## src/rtl/spid_ack_pkg.sv

```systemverilog
package spid_ack_pkg;

    // config port
    localparam int CFG_AW = 5;
    localparam int CFG_DW = 32;

    localparam logic [2:0] REG_GAIN_P     = 3'd0;
    localparam logic [2:0] REG_GAIN_I     = 3'd1;
    localparam logic [2:0] REG_GAIN_D     = 3'd2;
    localparam logic [2:0] REG_WHEEL_BASE = 3'd3;
    localparam logic [2:0] REG_PERIOD_DT  = 3'd4;
    localparam logic [2:0] REG_RATE_HZ    = 3'd5;

    localparam logic [15:0] RST_GAIN_P     = 16'd8192;
    localparam logic [15:0] RST_GAIN_I     = 16'd410;
    localparam logic [15:0] RST_GAIN_D     = 16'd410;
    localparam logic [11:0] RST_WHEEL_BASE = 12'd768;
    localparam logic [15:0] RST_PERIOD_DT  = 16'd655;
    localparam logic [9:0]  RST_RATE_HZ    = 10'd100;

    // datapath widths
    localparam int ERR_W   = 17;
    localparam int DIF_W   = 18;
    localparam int DRV_W   = 28;
    localparam int INT_W   = 40;
    localparam int MULA_W  = 29;
    localparam int MULB_W  = 17;
    localparam int PROD_W  = MULA_W + MULB_W;
    localparam int ACC_W   = 62;
    localparam int CRD_W   = 31;
    localparam int Z_W     = 18;
    localparam int ATAN_W  = 16;
    localparam int STEP_W  = 5;
    localparam int MOP_W   = 3;
    localparam int ATAN_N  = 20;

    localparam logic [STEP_W-1:0] MUL_LAST = STEP_W'(6);

    // Q.36 rounding constant, half of one Q.8 lsb
    localparam logic signed [ACC_W-1:0] ACC_RND = ACC_W'(64'h0000_0000_0800_0000);

    localparam logic signed [INT_W-1:0] INTEG_MAX = {1'b0, {(INT_W-1){1'b1}}};
    localparam logic signed [INT_W-1:0] INTEG_MIN = {1'b1, {(INT_W-1){1'b0}}};

    typedef struct packed {
        logic [15:0] gain_p;
        logic [15:0] gain_i;
        logic [15:0] gain_d;
        logic [11:0] wheel_base;
        logic [15:0] period_dt;
        logic [9:0]  rate_hz;
    } t_cfg;

    typedef enum logic [2:0] {
        ST_IDLE,
        ST_MUL,
        ST_CINIT,
        ST_CORDIC,
        ST_OUT
    } t_state;

    typedef enum logic [MOP_W-1:0] {
        MUL_WB,
        MUL_EDT,
        MUL_DRATE,
        MUL_GP,
        MUL_GILO,
        MUL_GIHI,
        MUL_GD
    } t_mul_op;

    typedef struct packed {
        logic              load;
        logic              mul_en;
        t_mul_op           mul_op;
        logic              cordic_init;
        logic              cordic_step;
        logic [STEP_W-1:0] step_idx;
        logic              finish;
    } t_cmd;

    typedef struct packed {
        logic out_busy;
    } t_sts;

    function automatic logic [ATAN_W-1:0] atan_q16(input logic [STEP_W-1:0] idx);
        logic [ATAN_W-1:0] v;
        case (idx)
            5'd0:    v = 16'd51472;
            5'd1:    v = 16'd30385;
            5'd2:    v = 16'd16055;
            5'd3:    v = 16'd8150;
            5'd4:    v = 16'd4091;
            5'd5:    v = 16'd2047;
            5'd6:    v = 16'd1024;
            5'd7:    v = 16'd512;
            5'd8:    v = 16'd256;
            5'd9:    v = 16'd128;
            5'd10:   v = 16'd64;
            5'd11:   v = 16'd32;
            5'd12:   v = 16'd16;
            5'd13:   v = 16'd8;
            5'd14:   v = 16'd4;
            5'd15:   v = 16'd2;
            5'd16:   v = 16'd1;
            default: v = '0;
        endcase
        return v;
    endfunction

endpackage

```

## src/rtl/spid_ack_if.sv

```systemverilog
interface spid_ack_in_if;
    logic               valid;
    logic               ready;
    logic signed [15:0] commanded_speed;
    logic signed [15:0] commanded_yaw_rate;
    logic signed [15:0] measured_speed;

    modport source (
        output valid, commanded_speed, commanded_yaw_rate, measured_speed,
        input  ready
    );
    modport sink (
        input  valid, commanded_speed, commanded_yaw_rate, measured_speed,
        output ready
    );
endinterface

interface spid_ack_out_if;
    logic               valid;
    logic               ready;
    logic signed [15:0] drive_command;
    logic signed [15:0] steering_command;
    logic               drive_saturated;

    modport source (
        output valid, drive_command, steering_command, drive_saturated,
        input  ready
    );
    modport sink (
        input  valid, drive_command, steering_command, drive_saturated,
        output ready
    );
endinterface

```

## src/rtl/speed_pid_with_ackermann_steering_top.sv

```systemverilog
// Channel  Dir  Handshake      Payload                                              Role
// i_cmd    in   valid/ready    commanded_speed, commanded_yaw_rate, measured_speed  period
// o_res    out  valid/ready    drive_command, steering_command, drive_saturated     result
// apb      in   psel/penable   paddr, pwdata, pwrite -> prdata, pready              registers
//
// Each request runs through the accept cycle, the products on the shared 29x17 multiplier,
// the CORDIC load cycle, CORDIC_STEPS iterations and the result cycle.
// A request is taken only while the sequencer is idle; the result sits in an output
// register, so a new request is taken while the previous result waits.
// A stalled output holds the sequencer in its last cycle until the register frees.
// Synchronous active-low reset clears the loop state (previous error, integral) and
// loads the register defaults.
module speed_pid_with_ackermann_steering_top
    import spid_ack_pkg::*;
#(
    parameter int CORDIC_STEPS = 14
) (
    input  logic              i_clk,
    input  logic              i_rst_n,
    spid_ack_in_if.sink       i_cmd,
    spid_ack_out_if.source    o_res,
    input  logic              psel,
    input  logic              penable,
    input  logic              pwrite,
    input  logic [CFG_AW-1:0] paddr,
    input  logic [CFG_DW-1:0] pwdata,
    output logic [CFG_DW-1:0] prdata,
    output logic              pready
);

    t_cfg s_cfg;
    t_cmd s_cmd;
    t_sts s_sts;
    logic s_in_ready;

    spid_ack_regs u_regs (
        .i_clk   (i_clk),
        .i_rst_n (i_rst_n),
        .psel    (psel),
        .penable (penable),
        .pwrite  (pwrite),
        .paddr   (paddr),
        .pwdata  (pwdata),
        .prdata  (prdata),
        .pready  (pready),
        .o_cfg   (s_cfg)
    );

    spid_ack_ctrl #(
        .CORDIC_STEPS (CORDIC_STEPS)
    ) u_ctrl (
        .i_clk      (i_clk),
        .i_rst_n    (i_rst_n),
        .i_in_valid (i_cmd.valid),
        .o_in_ready (s_in_ready),
        .i_sts      (s_sts),
        .o_cmd      (s_cmd)
    );

    spid_ack_dp u_dp (
        .i_clk       (i_clk),
        .i_rst_n     (i_rst_n),
        .i_cmd       (s_cmd),
        .i_cfg       (s_cfg),
        .i_cs        (i_cmd.commanded_speed),
        .i_yaw       (i_cmd.commanded_yaw_rate),
        .i_ms        (i_cmd.measured_speed),
        .i_out_ready (o_res.ready),
        .o_sts       (s_sts),
        .o_out_valid (o_res.valid),
        .o_drive     (o_res.drive_command),
        .o_steer     (o_res.steering_command),
        .o_sat       (o_res.drive_saturated)
    );

    assign i_cmd.ready = s_in_ready;

endmodule

```

## src/rtl/spid_ack_regs.sv

```systemverilog
module spid_ack_regs
    import spid_ack_pkg::*;
(
    input  logic              i_clk,
    input  logic              i_rst_n,
    input  logic              psel,
    input  logic              penable,
    input  logic              pwrite,
    input  logic [CFG_AW-1:0] paddr,
    input  logic [CFG_DW-1:0] pwdata,
    output logic [CFG_DW-1:0] prdata,
    output logic              pready,
    output t_cfg              o_cfg
);

    t_cfg       r_cfg;
    logic       s_wr;
    logic [2:0] s_idx;

    assign pready = 1'b1;
    assign s_wr   = psel && penable && pwrite;
    assign s_idx  = paddr[CFG_AW-1:2];
    assign o_cfg  = r_cfg;

    always_ff @(posedge i_clk) begin
        if (!i_rst_n) begin
            r_cfg.gain_p     <= RST_GAIN_P;
            r_cfg.gain_i     <= RST_GAIN_I;
            r_cfg.gain_d     <= RST_GAIN_D;
            r_cfg.wheel_base <= RST_WHEEL_BASE;
            r_cfg.period_dt  <= RST_PERIOD_DT;
            r_cfg.rate_hz    <= RST_RATE_HZ;
        end else if (s_wr) begin
            case (s_idx)
                REG_GAIN_P:     r_cfg.gain_p     <= pwdata[15:0];
                REG_GAIN_I:     r_cfg.gain_i     <= pwdata[15:0];
                REG_GAIN_D:     r_cfg.gain_d     <= pwdata[15:0];
                REG_WHEEL_BASE: r_cfg.wheel_base <= pwdata[11:0];
                REG_PERIOD_DT:  r_cfg.period_dt  <= pwdata[15:0];
                REG_RATE_HZ:    r_cfg.rate_hz    <= pwdata[9:0];
                default: ;
            endcase
        end
    end

    always_comb begin
        case (s_idx)
            REG_GAIN_P:     prdata = CFG_DW'(r_cfg.gain_p);
            REG_GAIN_I:     prdata = CFG_DW'(r_cfg.gain_i);
            REG_GAIN_D:     prdata = CFG_DW'(r_cfg.gain_d);
            REG_WHEEL_BASE: prdata = CFG_DW'(r_cfg.wheel_base);
            REG_PERIOD_DT:  prdata = CFG_DW'(r_cfg.period_dt);
            REG_RATE_HZ:    prdata = CFG_DW'(r_cfg.rate_hz);
            default:        prdata = '0;
        endcase
    end

endmodule

```

## src/rtl/spid_ack_ctrl.sv

```systemverilog
module spid_ack_ctrl
    import spid_ack_pkg::*;
#(
    parameter int CORDIC_STEPS = 14
) (
    input  logic i_clk,
    input  logic i_rst_n,
    input  logic i_in_valid,
    output logic o_in_ready,
    input  t_sts i_sts,
    output t_cmd o_cmd
);

    t_state            r_state, n_state;
    logic [STEP_W-1:0] r_cnt, n_cnt;

    always_ff @(posedge i_clk) begin
        if (!i_rst_n) begin
            r_state <= ST_IDLE;
            r_cnt   <= '0;
        end else begin
            r_state <= n_state;
            r_cnt   <= n_cnt;
        end
    end

    always_comb begin
        n_state    = r_state;
        n_cnt      = r_cnt;
        o_cmd      = '0;
        o_in_ready = 1'b0;
        case (r_state)
            ST_IDLE: begin
                o_in_ready = 1'b1;
                if (i_in_valid) begin
                    o_cmd.load = 1'b1;
                    n_cnt      = '0;
                    n_state    = ST_MUL;
                end
            end
            ST_MUL: begin
                // one product per cycle, consumed by the datapath in the cycle after
                o_cmd.mul_en = 1'b1;
                o_cmd.mul_op = t_mul_op'(r_cnt[MOP_W-1:0]);
                if (r_cnt == MUL_LAST) begin
                    n_state = ST_CINIT;
                end else begin
                    n_cnt = r_cnt + 1'b1;
                end
            end
            ST_CINIT: begin
                o_cmd.cordic_init = 1'b1;
                n_cnt             = '0;
                n_state           = ST_CORDIC;
            end
            ST_CORDIC: begin
                o_cmd.cordic_step = 1'b1;
                o_cmd.step_idx    = r_cnt;
                if (r_cnt == STEP_W'(CORDIC_STEPS - 1)) begin
                    n_state = ST_OUT;
                end else begin
                    n_cnt = r_cnt + 1'b1;
                end
            end
            ST_OUT: begin
                if (!i_sts.out_busy) begin
                    o_cmd.finish = 1'b1;
                    n_state      = ST_IDLE;
                end
            end
            default: begin
                n_state = ST_IDLE;
            end
        endcase
    end

`ifndef NO_ASSERTIONS
    a_load_starts_mul: assert property (@(posedge i_clk) disable iff (!i_rst_n)
        o_cmd.load |=> (r_state == ST_MUL) && (r_cnt == '0))
        else $error("load did not start the multiply sequence");
    a_cordic_count: assert property (@(posedge i_clk) disable iff (!i_rst_n)
        (r_state == ST_CORDIC) |-> (r_cnt < STEP_W'(CORDIC_STEPS)))
        else $error("cordic counter past last iteration");
    a_finish_ready: assert property (@(posedge i_clk) disable iff (!i_rst_n)
        o_cmd.finish |=> o_in_ready)
        else $error("not ready for a request after finishing");
`endif

endmodule

```

## src/rtl/spid_ack_dp.sv

```systemverilog
module spid_ack_dp
    import spid_ack_pkg::*;
(
    input  logic               i_clk,
    input  logic               i_rst_n,
    input  t_cmd               i_cmd,
    input  t_cfg               i_cfg,
    input  logic signed [15:0] i_cs,
    input  logic signed [15:0] i_yaw,
    input  logic signed [15:0] i_ms,
    input  logic               i_out_ready,
    output t_sts               o_sts,
    output logic               o_out_valid,
    output logic signed [15:0] o_drive,
    output logic signed [15:0] o_steer,
    output logic               o_sat
);

    // loop state
    logic signed [ERR_W-1:0]  r_prev;
    logic signed [INT_W-1:0]  r_integ;

    // per-request working registers
    logic signed [ERR_W-1:0]  r_e;
    logic signed [DIF_W-1:0]  r_d18;
    logic signed [15:0]       r_cs;
    logic signed [15:0]       r_yaw;
    logic                     r_steer_zero;
    logic signed [DRV_W-1:0]  r_y28;
    logic signed [DRV_W-1:0]  r_d28;
    logic signed [ACC_W-1:0]  r_acc;
    logic                     r_sat;
    logic signed [PROD_W-1:0] r_prod;
    t_mul_op                  r_prod_op;
    logic                     r_prod_vld;
    logic signed [CRD_W-1:0]  r_x;
    logic signed [CRD_W-1:0]  r_y;
    logic signed [Z_W-1:0]    r_z;

    logic                     r_out_valid;
    logic signed [15:0]       r_drive;
    logic signed [15:0]       r_steer;
    logic                     r_sat_out;

    logic signed [ERR_W-1:0]  s_e;
    logic signed [MULA_W-1:0] s_mul_a;
    logic signed [MULB_W-1:0] s_mul_b;
    logic signed [PROD_W-1:0] s_mul_p;
    logic signed [INT_W:0]    s_isum;
    logic                     s_iclip;
    logic signed [INT_W-1:0]  s_integ_sat;
    logic signed [ACC_W-1:0]  s_acc_base;
    logic signed [ACC_W-1:0]  s_addend;
    logic signed [ACC_W-1:0]  s_acc_sum;
    logic signed [CRD_W-1:0]  s_xi;
    logic signed [CRD_W-1:0]  s_yi;
    logic signed [CRD_W-1:0]  s_xs;
    logic signed [CRD_W-1:0]  s_ys;
    logic signed [Z_W-1:0]    s_dz;
    logic                     s_fit;
    logic signed [15:0]       s_drive;
    logic signed [Z_W+2:0]    s_t;
    logic signed [15:0]       s_steer;

    assign s_e = ERR_W'(i_cs) - ERR_W'(i_ms);

    // shared multiplier operand select
    always_comb begin
        s_mul_a = '0;
        s_mul_b = '0;
        case (i_cmd.mul_op)
            MUL_WB: begin
                s_mul_a = MULA_W'(r_yaw);
                s_mul_b = MULB_W'({1'b0, i_cfg.wheel_base});
            end
            MUL_EDT: begin
                s_mul_a = MULA_W'(r_e);
                s_mul_b = MULB_W'({1'b0, i_cfg.period_dt});
            end
            MUL_DRATE: begin
                s_mul_a = MULA_W'(r_d18);
                s_mul_b = MULB_W'({1'b0, i_cfg.rate_hz});
            end
            MUL_GP: begin
                s_mul_a = MULA_W'(r_e);
                s_mul_b = MULB_W'({1'b0, i_cfg.gain_p});
            end
            MUL_GILO: begin
                s_mul_a = MULA_W'({1'b0, r_integ[23:0]});
                s_mul_b = MULB_W'({1'b0, i_cfg.gain_i});
            end
            MUL_GIHI: begin
                s_mul_a = MULA_W'($signed(r_integ[INT_W-1:24]));
                s_mul_b = MULB_W'({1'b0, i_cfg.gain_i});
            end
            MUL_GD: begin
                s_mul_a = MULA_W'(r_d28);
                s_mul_b = MULB_W'({1'b0, i_cfg.gain_d});
            end
            default: ;
        endcase
    end

    assign s_mul_p = s_mul_a * s_mul_b;

    // integral update with clipping
    assign s_isum      = (INT_W+1)'(r_integ) + (INT_W+1)'(r_prod);
    assign s_iclip     = s_isum[INT_W] != s_isum[INT_W-1];
    assign s_integ_sat = s_iclip ? (s_isum[INT_W] ? INTEG_MIN : INTEG_MAX)
                                 : s_isum[INT_W-1:0];

    // PID sum in Q.36; the gain_p term seeds the rounding offset
    always_comb begin
        s_acc_base = r_acc;
        s_addend   = '0;
        case (r_prod_op)
            MUL_GP: begin
                s_acc_base = ACC_RND;
                s_addend   = ACC_W'(r_prod) <<< 16;
            end
            MUL_GILO: s_addend = ACC_W'(r_prod);
            MUL_GIHI: s_addend = ACC_W'(r_prod) <<< 24;
            MUL_GD:   s_addend = ACC_W'(r_prod) <<< 16;
            default: ;
        endcase
    end

    assign s_acc_sum = s_acc_base + s_addend;

    // cordic, vectoring toward y = 0, right half plane
    assign s_xi = r_cs[15] ? -(CRD_W'(r_cs) <<< 11) : (CRD_W'(r_cs) <<< 11);
    assign s_yi = r_cs[15] ? -CRD_W'(r_y28) : CRD_W'(r_y28);
    assign s_xs = r_x >>> i_cmd.step_idx;
    assign s_ys = r_y >>> i_cmd.step_idx;
    assign s_dz = Z_W'({1'b0, atan_q16(i_cmd.step_idx)});

    // drive: Q.36 to Q.8 with saturation
    assign s_fit   = (&r_acc[ACC_W-1:43]) | ~(|r_acc[ACC_W-1:43]);
    assign s_drive = s_fit ? r_acc[43:28] : (r_acc[ACC_W-1] ? 16'sh8000 : 16'sh7fff);

    // steering: floor((16 - 3*z) / 32)
    assign s_t     = (Z_W+3)'(16) - ((Z_W+3)'(r_z) + ((Z_W+3)'(r_z) <<< 1));
    assign s_steer = r_steer_zero ? 16'sd0 : 16'(s_t >>> 5);

    always_ff @(posedge i_clk) begin
        if (!i_rst_n) begin
            r_prev      <= '0;
            r_integ     <= '0;
            r_prod_vld  <= 1'b0;
            r_out_valid <= 1'b0;
        end else begin
            r_prod_vld <= i_cmd.mul_en;
            if (i_cmd.load) begin
                r_prev <= s_e;
            end
            if (r_prod_vld && (r_prod_op == MUL_EDT)) begin
                r_integ <= s_integ_sat;
            end
            if (i_cmd.finish) begin
                r_out_valid <= 1'b1;
            end else if (i_out_ready) begin
                r_out_valid <= 1'b0;
            end
        end
    end

    always_ff @(posedge i_clk) begin
        if (i_cmd.load) begin
            r_e          <= s_e;
            r_d18        <= DIF_W'(s_e) - DIF_W'(r_prev);
            r_cs         <= i_cs;
            r_yaw        <= i_yaw;
            r_steer_zero <= (i_cs == 16'sd0) || (i_yaw == 16'sd0);
            r_sat        <= 1'b0;
        end else if (r_prod_vld && (r_prod_op == MUL_EDT) && s_iclip) begin
            r_sat <= 1'b1;
        end
        if (i_cmd.mul_en) begin
            r_prod    <= s_mul_p;
            r_prod_op <= i_cmd.mul_op;
        end
        if (r_prod_vld) begin
            case (r_prod_op)
                MUL_WB:    r_y28 <= r_prod[DRV_W-1:0];
                MUL_DRATE: r_d28 <= r_prod[DRV_W-1:0];
                MUL_GP, MUL_GILO, MUL_GIHI, MUL_GD: r_acc <= s_acc_sum;
                default: ;
            endcase
        end
        if (i_cmd.cordic_init) begin
            r_x <= s_xi;
            r_y <= s_yi;
            r_z <= '0;
        end else if (i_cmd.cordic_step) begin
            if (!r_y[CRD_W-1]) begin
                r_x <= r_x + s_ys;
                r_y <= r_y - s_xs;
                r_z <= r_z + s_dz;
            end else begin
                r_x <= r_x - s_ys;
                r_y <= r_y + s_xs;
                r_z <= r_z - s_dz;
            end
        end
        if (i_cmd.finish) begin
            r_drive   <= s_drive;
            r_steer   <= s_steer;
            r_sat_out <= r_sat | ~s_fit;
        end
    end

    assign o_sts.out_busy = r_out_valid && !i_out_ready;
    assign o_out_valid    = r_out_valid;
    assign o_drive        = r_drive;
    assign o_steer        = r_steer;
    assign o_sat          = r_sat_out;

`ifndef NO_ASSERTIONS
    a_prod_drained: assert property (@(posedge i_clk) disable iff (!i_rst_n)
        i_cmd.cordic_step |-> !r_prod_vld)
        else $error("product still pending during cordic");
    a_finish_valid: assert property (@(posedge i_clk) disable iff (!i_rst_n)
        i_cmd.finish |=> o_out_valid)
        else $error("finished result not presented");
    a_out_hold: assert property (@(posedge i_clk) disable iff (!i_rst_n)
        (o_out_valid && !i_out_ready) |=>
            (o_out_valid && $stable(o_drive) && $stable(o_steer) && $stable(o_sat)))
        else $error("stalled result changed");
`endif

endmodule

```

## src/flat_wrapper.sv

```systemverilog
// flat-port wrapper written by rule: the top's interface ports become plain ports
module speed_pid_with_ackermann_steering_top_flat import spid_ack_pkg::*;
#(
    parameter int CORDIC_STEPS = 14
)
  (i_clk, i_rst_n, psel, penable, pwrite, paddr, pwdata, prdata, pready, i_cmd_valid, i_cmd_commanded_speed, i_cmd_commanded_yaw_rate, i_cmd_measured_speed, i_cmd_ready, o_res_valid, o_res_drive_command, o_res_steering_command, o_res_drive_saturated, o_res_ready);
  spid_ack_in_if i_cmd_i ();
  spid_ack_out_if o_res_i ();
  input  logic i_clk;
  input  logic i_rst_n;
  input  logic psel;
  input  logic penable;
  input  logic pwrite;
  input  logic [CFG_AW-1:0] paddr;
  input  logic [CFG_DW-1:0] pwdata;
  output logic [CFG_DW-1:0] prdata;
  output logic pready;
  input wire logic [$bits(i_cmd_i.valid)-1:0] i_cmd_valid;
  input wire logic [$bits(i_cmd_i.commanded_speed)-1:0] i_cmd_commanded_speed;
  input wire logic [$bits(i_cmd_i.commanded_yaw_rate)-1:0] i_cmd_commanded_yaw_rate;
  input wire logic [$bits(i_cmd_i.measured_speed)-1:0] i_cmd_measured_speed;
  output wire logic [$bits(i_cmd_i.ready)-1:0] i_cmd_ready;
  output wire logic [$bits(o_res_i.valid)-1:0] o_res_valid;
  output wire logic [$bits(o_res_i.drive_command)-1:0] o_res_drive_command;
  output wire logic [$bits(o_res_i.steering_command)-1:0] o_res_steering_command;
  output wire logic [$bits(o_res_i.drive_saturated)-1:0] o_res_drive_saturated;
  input wire logic [$bits(o_res_i.ready)-1:0] o_res_ready;
  assign i_cmd_i.valid = i_cmd_valid;
  assign i_cmd_i.commanded_speed = i_cmd_commanded_speed;
  assign i_cmd_i.commanded_yaw_rate = i_cmd_commanded_yaw_rate;
  assign i_cmd_i.measured_speed = i_cmd_measured_speed;
  assign i_cmd_ready = i_cmd_i.ready;
  assign o_res_valid = o_res_i.valid;
  assign o_res_drive_command = o_res_i.drive_command;
  assign o_res_steering_command = o_res_i.steering_command;
  assign o_res_drive_saturated = o_res_i.drive_saturated;
  assign o_res_i.ready = o_res_ready;
  speed_pid_with_ackermann_steering_top #(.CORDIC_STEPS(CORDIC_STEPS)) u_core (.i_clk(i_clk), .i_rst_n(i_rst_n), .i_cmd(i_cmd_i), .o_res(o_res_i), .psel(psel), .penable(penable), .pwrite(pwrite), .paddr(paddr), .pwdata(pwdata), .prdata(prdata), .pready(pready));
endmodule
```

## config.mk

```make
export PLATFORM = sky130hd
export DESIGN_NAME = speed_pid_with_ackermann_steering_top_flat
export DESIGN_NICKNAME = d
export VERILOG_FILES = /design/src/rtl/spid_ack_pkg.sv /design/src/rtl/spid_ack_if.sv /design/src/rtl/speed_pid_with_ackermann_steering_top.sv /design/src/rtl/spid_ack_regs.sv /design/src/rtl/spid_ack_ctrl.sv /design/src/rtl/spid_ack_dp.sv /design/src/flat_wrapper.sv
export SDC_FILE = /design/constraint.sdc
export NUM_CORES = 2
export LEC_CHECK = 0
export BUFFER_PORTS_ARGS = -buffer_cell sky130_fd_sc_hd__buf_2
export CAP_MARGIN = 20
export CORE_MARGIN = 4
export CORE_UTILIZATION = 40
export DETAILED_ROUTE_END_ITERATION = 10
export GPL_ROUTABILITY_DRIVEN = 1
export REMOVE_ABC_BUFFERS = 1
export SETUP_SLACK_MARGIN = 0.2
export SLEW_MARGIN = 20
export SYNTH_ARGS = -nofsm -noshare
export SYNTH_HDL_FRONTEND = slang
export SYNTH_SLANG_ARGS = --single-unit
```

## constraint.sdc

```tcl
create_clock -name i_clk -period 14.53 [get_ports i_clk]
set_input_delay 2.906 -clock i_clk [delete_from_list [all_inputs] [get_ports i_clk]]
set_output_delay 2.906 -clock i_clk [all_outputs]
set_load 0.02 [all_outputs]
```

---- Word-level counts from Yosys, hierarchy flattened ----
Memories as Yosys holds them, arrays and structs flattened.
Cells that the tools add are included.
word-level totals
  flip-flop bits (word level) ............. 502
  memory bits (read-only) ................. 512
  input bits .............................. 92
  memories ................................ 1
memory list
  name              words  bits a word  read ports  clocked after memory_dff  write ports  line                source
  (name not given)  32     16           1           0                         0            spid_ack_pkg.sv:88  case (idx)
cells by class
  $add $sub $neg .......................... 15
  multiply operators ...................... 1
  equal/unequal tests ..................... 30
  shift operators ......................... 2
  mux-type cells .......................... 37
  bitwise operators ....................... 4
  reduce and logical (&&, ||, !) cells .... 33
operator list
  cell                                                                 count
  31-bit two-way mux                                                   8
  16-bit case mux with 6 select lines                                  2
  62-bit case mux with 3 select lines                                  1
  29-bit case mux with 6 select lines                                  1
  40-bit two-way mux                                                   2
  31-bit adder                                                         2
  62-bit adder                                                         1
  62-bit two-way mux                                                   1
  31-bit by 5-bit >>> shifter with 31-bit output                       2
  31-bit subtractor                                                    2
  29-bit by 17-bit multiplier with 46-bit output                       1
  40-bit by 41-bit adder with 41-bit output                            1
  16-bit zero test                                                     2
  16-bit two-way mux                                                   2
  27-bit negation with 31-bit output                                   1
  28-bit negation with 31-bit output                                   1
  3-bit == test, second input constant                                 9
  3-bit by 2-bit == test with 1-bit output, second input constant      8
  6-bit by 20-bit subtractor with 21-bit output, first input constant  1
  18-bit by 19-bit adder with 20-bit output                            1
  5-bit case mux with 4 select lines                                   1
  19-bit AND reduction                                                 1
  19-bit OR reduction                                                  1
  18-bit by 17-bit adder with 18-bit output                            1
  other kinds (28)                                                     69

---- Depth between registers and ports, before layout ----
  depth after elaboration ................. 7
  mapped depth ............................ 37
  mapped depth without buffers ............ 33

---- Modules after synthesis ----
Synthesis repeated with hierarchy kept, for this count alone.
second synthesis, totals
  cell total of the unflattened synthesis .. 6373
  area total of the unflattened synthesis .. 56763.2 um^2
by module, submodules not included
  module         times used  cells an instance  area an instance (um^2)  sequential area each (um^2)
  spid_ack_dp    1           5877               52155.0                  11471.0
  spid_ack_regs  1           427                4065.1                   1721.7
  spid_ack_ctrl  1           69                 543.0                    160.2

---- Worst setup path after synthesis ----
No wires, ideal clock.
  path kind ............................... reg-to-reg
  from .................................... reg u_core.u_ctrl.r_state[0]
  to ...................................... reg u_core.u_dp.r_prod[43], data pin
  library setup time ...................... 259 ps
  arrival time ............................ 10775 ps
  path slack .............................. 3496 ps
  cell stages (with the launch flop) ...... 36
  period minus slack after synthesis ...... 11034 ps
  cell sequence ........................... dfxtp_1 -> buf_2 -> buf_2 -> nand2b_1 -> clkbuf_1 -> nor2_1 -> o31ai_1 -> clkbuf_1 -> a222oi_1 -> o21ai_0 -> a21oi_1 -> clkbuf_1 -> nor2_1 -> fa_1 -> inv_1 -> fa_1 -> fa_1 -> inv_1 -> fa_1 -> fa_1 -> inv_1 -> fa_1 -> inv_1 -> ha_1 -> clkbuf_1 -> a21oi_1 -> a31oi_1 -> nor3_1 -> o32ai_1 -> nor3_1 -> nor3_1 -> a41o_1 -> o41ai_1 -> nor3_1 -> o41a_1 -> xor2_1
between the ends
  cells in the longest elaborated chain, start to end .. 6
  elaborated cells on any way between the ends .. 14
  classes of those cells .................. 1 x mul; 7 x eq/ne; 3 x mux; 3 x reduce/logical
RTL lines
  item                                                                                        line                 source
  start: declaration                                                                          spid_ack_ctrl.sv:14  t_state r_state, n_state;
  start signal: assignment                                                                    spid_ack_ctrl.sv:22  r_state <= n_state;
  3-bit by 1-bit == test with 1-bit output (*)                                                spid_ack_ctrl.sv:32  case (r_state)
  4-bit two-way mux (*)                                                                       spid_ack_ctrl.sv:32
  3-bit by 2-bit == test with 1-bit output, or another cell as far along                      spid_ack_dp.sv:71    case (i_cmd.mul_op)
  2-bit OR reduction (no source line)                                                         -
  29-bit case mux with 6 select lines or 16-bit case mux with 6 select lines (tied branches)  spid_ack_dp.sv:71
  29-bit by 17-bit multiplier with 46-bit output (*)                                          spid_ack_dp.sv:104   assign s_mul_p = s_mul_a * s_mul_b;
  via u_core.u_dp.s_mul_p[43]                                                                 spid_ack_dp.sv:48    logic signed [PROD_W-1:0] s_mul_p;
  end signal: assignment                                                                      spid_ack_dp.sv:179   r_prod <= s_mul_p;
  end: declaration                                                                            spid_ack_dp.sv:33    logic signed [PROD_W-1:0] r_prod;
Mark *: on every way through the listed nets, which the timed path passes. The rest lies on a longest branch.
A chain may end at the register's enable or synchronous reset.

---- Worst setup path in the final report ----
Same ends and word-level chain as after synthesis.

==> impl_metrics.py <==
metrics = {
    "setup_path": {
        "crit_top_cell": "fa_1",
        "crit_path_start": "u_core.u_ctrl.r_state[0]$_SDFFE_PN0P_",
        "crit_required_ns": 15.00,
        "start_kind": "flop",
        "max_stage_delay_ns": 0.78,
        "cp-end-kind": "flop",
        "rrSetupSlack_ns": 2.84,
        "cp_max_fo": 51,
        "reg2reg_depth": 32,
        "endpoint": "u_core.u_dp.r_prod[43]$_DFFE_PN_",
        "worstSetupPathType": "reg2reg",
        "critPathArrivalTime_ns": 12.17,
        "cp_slowest_cell": "nor3_1",
        "r2r-end": "u_core.u_dp.r_prod[43]$_DFFE_PN_",
        "r2r-start": "u_core.u_ctrl.r_state[0]$_SDFFE_PN0P_",
    },
    "floorplan": {
        "core_region_area_um2": 134000,
        "dieArea_um2": 142000,
        "io_pins": 160,
        "die_w_um": 376,
        "num_rows": 134,
        "initial_core_util_pct": 40.5,
        "die_h_um": 376,
    },
    "yosys": {
        "syn_area_um2": 54300,
        "synth_top_area_cell": "edfxtp_1",
        "synth_ff_type": "edfxtp_1",
        "synth_area_per_cell_um2": 8.62,
        "syn_inst": 6300,
        "yosysWarnings": 0,
        "synth_area_leaders": "edfxtp_1 18%, fa_1 16%, ha_1 8.5%",
        "synth_edf_count": 330,
        "async_flop_share_pct": 0,
        "yosysSeqAreaShare_pct": 24.6,
        "synthDistinctLibCells": 100,
        "synth_seq_cells": 502,
        "post-synth-top-area-fraction_pct": 18.3,
    },
    "hold_path": {
        "hold_path.class": "reg2reg",
        "hp-start": "u_core.u_dp.r_prev[5]$_SDFFE_PN0P_",
        "holdPathStages": 2,
    },
    "clocking": {
        "ctsHoldBuffers": 0,
        "cts_buffer_depth": 3,
        "path_clk_slew_ns": 0.06,
        "post_cts_buffers": 0,
        "cts_sinks": 502,
        "post_cts_resize_count": 0,
        "htreeDepth": 2,
        "cts_tree": "done",
        "clk_latency_ns": 0.71,
        "cts_buffers": 60,
        "root_buffer": "clkbuf_16",
    },
    "sta": {
        "setup_violations": 0,
        "tightestPinTransition_ns": 1.14,
        "worst_slew_margin_rel_pct": 23.8,
        "skew_ns": 0.0681,
        "period_needed_ns": 11.69,
        "rsz0062_at_grt": "false",
        "fin_crit_sh_pct": 80.5,
        "hold_violations": 0,
        "fin_tns_setup_ns": 0,
        "drv_slew": 0,
        "fmax_mhz": 85.5,
    },
    "placement": {
        "hpwl_mm": 133,
        "io_buffers": 124,
        "gp_congestion": 0.965,
    },
    "power_and_ir_drop": {
        "p_leak_nw": 25.7,
        "sequentialPowerShare_pct": 30.8,
        "power_switching_mw": 2.48,
        "p_comb_share_pct": 42.3,
        "vdd_drop_max_v": 0.000163,
        "p_int_mw": 3.79,
        "power_per_cell_area_nw_per_um2": 106,
        "swShare_pct": 39.5,
        "clock_power_share_pct": 26.9,
    },
    "global_route": {
        "grt_max_degree": 88,
        "antenna_found_initial": 6,
        "grt_pass1_vias": 45400,
        "gr-total-overflow": 0,
        "track_usage_pct": 24.2,
        "grt_pass1_wl_mm": 269,
    },
    "route": {
        "drtIter0Drc": 4189,
        "ant_nets": 0,
        "drc": 0,
        "wl_mm": 175,
        "wl_per_cell_um": 21.6,
        "vias": 46600,
        "via_per_inst": 5.74,
        "first_pass_iters": 9,
    },
    "final_layout": {
        "finish.utilization_pct": 44.0,
        "fin_nets": 7197,
        "drive_above_1_share_pct": 6.76,
        "syn_to_final_growth_pct": 8.78,
    },
    "run_status": {
        "run_status": "complete, no violations",
    },
    "job": {
        "drv_cap": 0,
    },
}
==> power groups by stage <==
| stage | clock [mW] | combinational, mW | sequential, mW |
|---|---|---|---|
| finish | 1.68 | 2.65 | 1.93 |
| floorplan | 0 | 1.93 | 1.83 |
| global route | 1.78 | 2.97 | 1.93 |
| CTS | 1.72 | 2.64 | 1.92 |
| global placement | 0 | 2.58 | 1.95 |
| detailed placement | 0 | 2.62 | 1.95 |
==> cell type report <==
| cell class | instances | area [um^2] |
|---|---|---|
| Clock buffer | 78 | 1660 |
| Multi-Input combinational cell | 4813 | 37300 |
| Fill cell | 13200 | 75100 |
| Tap cell | 1768 | 2210 |
| Clock inverter | 36 | 524 |
| Sequential cell | 502 | 13400 |
| Timing Repair Buffer | 222 | 1390 |
| Inverter | 691 | 2600 |
| Antenna cell | 3 | 7.51 |
==> layer usage <==
metal | vias to the layer above | share of wire (%) | track usage, %
met2 | 1764 | 46 | 39.5
met1 | 22800 | 43 | 32.6
li1 | 21700 | - | -
met3 | 349 | 7.3 | 3.33
met4 | 0 | 4.4 | 9.53
met5 | - | 0 | 0
==> cell families after synthesis <==
family	after synthesis	share of synthesized area [%]
other cells	2	0.0138
mux	214	4.20
xor+xnor	326	5.26
buf+inv	1000	7.15
compound gates	1456	17.2
simple gates	1953	16.1
fa+ha+maj	847	25.5
flops	502	24.6
==> flip-flops by register name, indices dropped and copies added, names as in the netlist, 3 cells and up <==
name                   cells
u_core.u_ctrl.r_cnt        5
u_core.u_ctrl.r_state      3
u_core.u_dp.o_drive       16
u_core.u_dp.o_steer       16
u_core.u_dp.r_acc         62
u_core.u_dp.r_cs          16
u_core.u_dp.r_d18         18
u_core.u_dp.r_d28         28
u_core.u_dp.r_e           17
u_core.u_dp.r_integ       40
u_core.u_dp.r_prev        17
u_core.u_dp.r_prod        46
u_core.u_dp.r_prod_op      3
u_core.u_dp.r_x           31
u_core.u_dp.r_y           31
u_core.u_dp.r_y28         28
u_core.u_dp.r_yaw         16
u_core.u_dp.r_z           18
u_core.u_regs.o_cfg       86
==> synthesized netlist by cell type (all sizes together), types with 11 or more instances <==
cell	count
o21bai	34
a211oi	38
nor3	83
xor2	121
mux2	20
dfxtp	172
xnor2	205
nor4	26
nand4	44
nand2	793
edfxtp	330
fa	444
nor2	563
a21boi	19
a22oi	82
mux2i	186
o31ai	38
a32oi	22
a21o	117
a222oi	22
or2	17
maj3	32
ha	371
and2	113
or3	38
a31oi	44
a221oi	18
o41ai	22
o21ai	353
a2111oi	11
buf	71
o221ai	11
and3	30
nand2b	56
a22o	14
o211ai	31
o21a	55
clkbuf	238
o22ai	28
a21oi	403
inv	686
nand3	104
nor2b	44
==> through the flow <==
step	hold WS (ns)	std cells	total power, mW	area [um^2]	setup slack (ns)
global placement	0.442	7992	4.53	56800	3.17
CTS	0.456	8106	6.28	59000	2.89
finish	0.456	8113	6.27	59100	2.84
detailed placement	0.448	7992	4.57	56800	2.95
global route	0.477	8111	6.67	59100	2.29
floorplan	0.432	6006	3.75	53100	2.42
==> worst min path at each step <==
stage	end	slack [ns]
after CTS	u_core.u_dp.r_prev[15]$_SDFFE_PN0P_	0.46
after global routing	u_core.u_dp.r_prev[5]$_SDFFE_PN0P_	0.48
after global placement	u_core.u_dp.r_prev[9]$_SDFFE_PN0P_	0.44
after detailed placement	u_core.u_dp.r_prev[15]$_SDFFE_PN0P_	0.45
after floorplan	u_core.u_dp.r_sat$_SDFFE_PP0P_	0.43
final	u_core.u_dp.r_prev[5]$_SDFFE_PN0P_	0.46
==> placed cells by master, fill, tap and decap left out, types with 78 or more instances in the layout <==
cell      Yosys  routed
a21o_1      117     117
a21oi_1     403     400
a22oi_1      82      80
and2_1      112     111
buf_2        25     124
buf_4        21      95
dfxtp_1     172     171
edfxtp_1    330     330
fa_1        444     444
ha_1        371     371
inv_1       682     682
mux2i_1     182     182
nand2_1     793     792
nand3_1     104     104
nor2_1      560     552
nor3_1       83      78
o21ai_0     335     335
xnor2_1     205     204
xor2_1      121     121
==> critical path, delay by kind of cell (launching register included) <==
family | cells | cell delay, ns
AOI/OAI and AO/OA | 8 | 2.36
buffers and inverters | 6 | 1.55
and+or+nand+nor | 10 | 3.13
adders and majority gates | 7 | 3.29
DFF | 1 | 0.76
xor gates and xnor gates | 1 | 0.29
(Power assumes the default switching activity.)
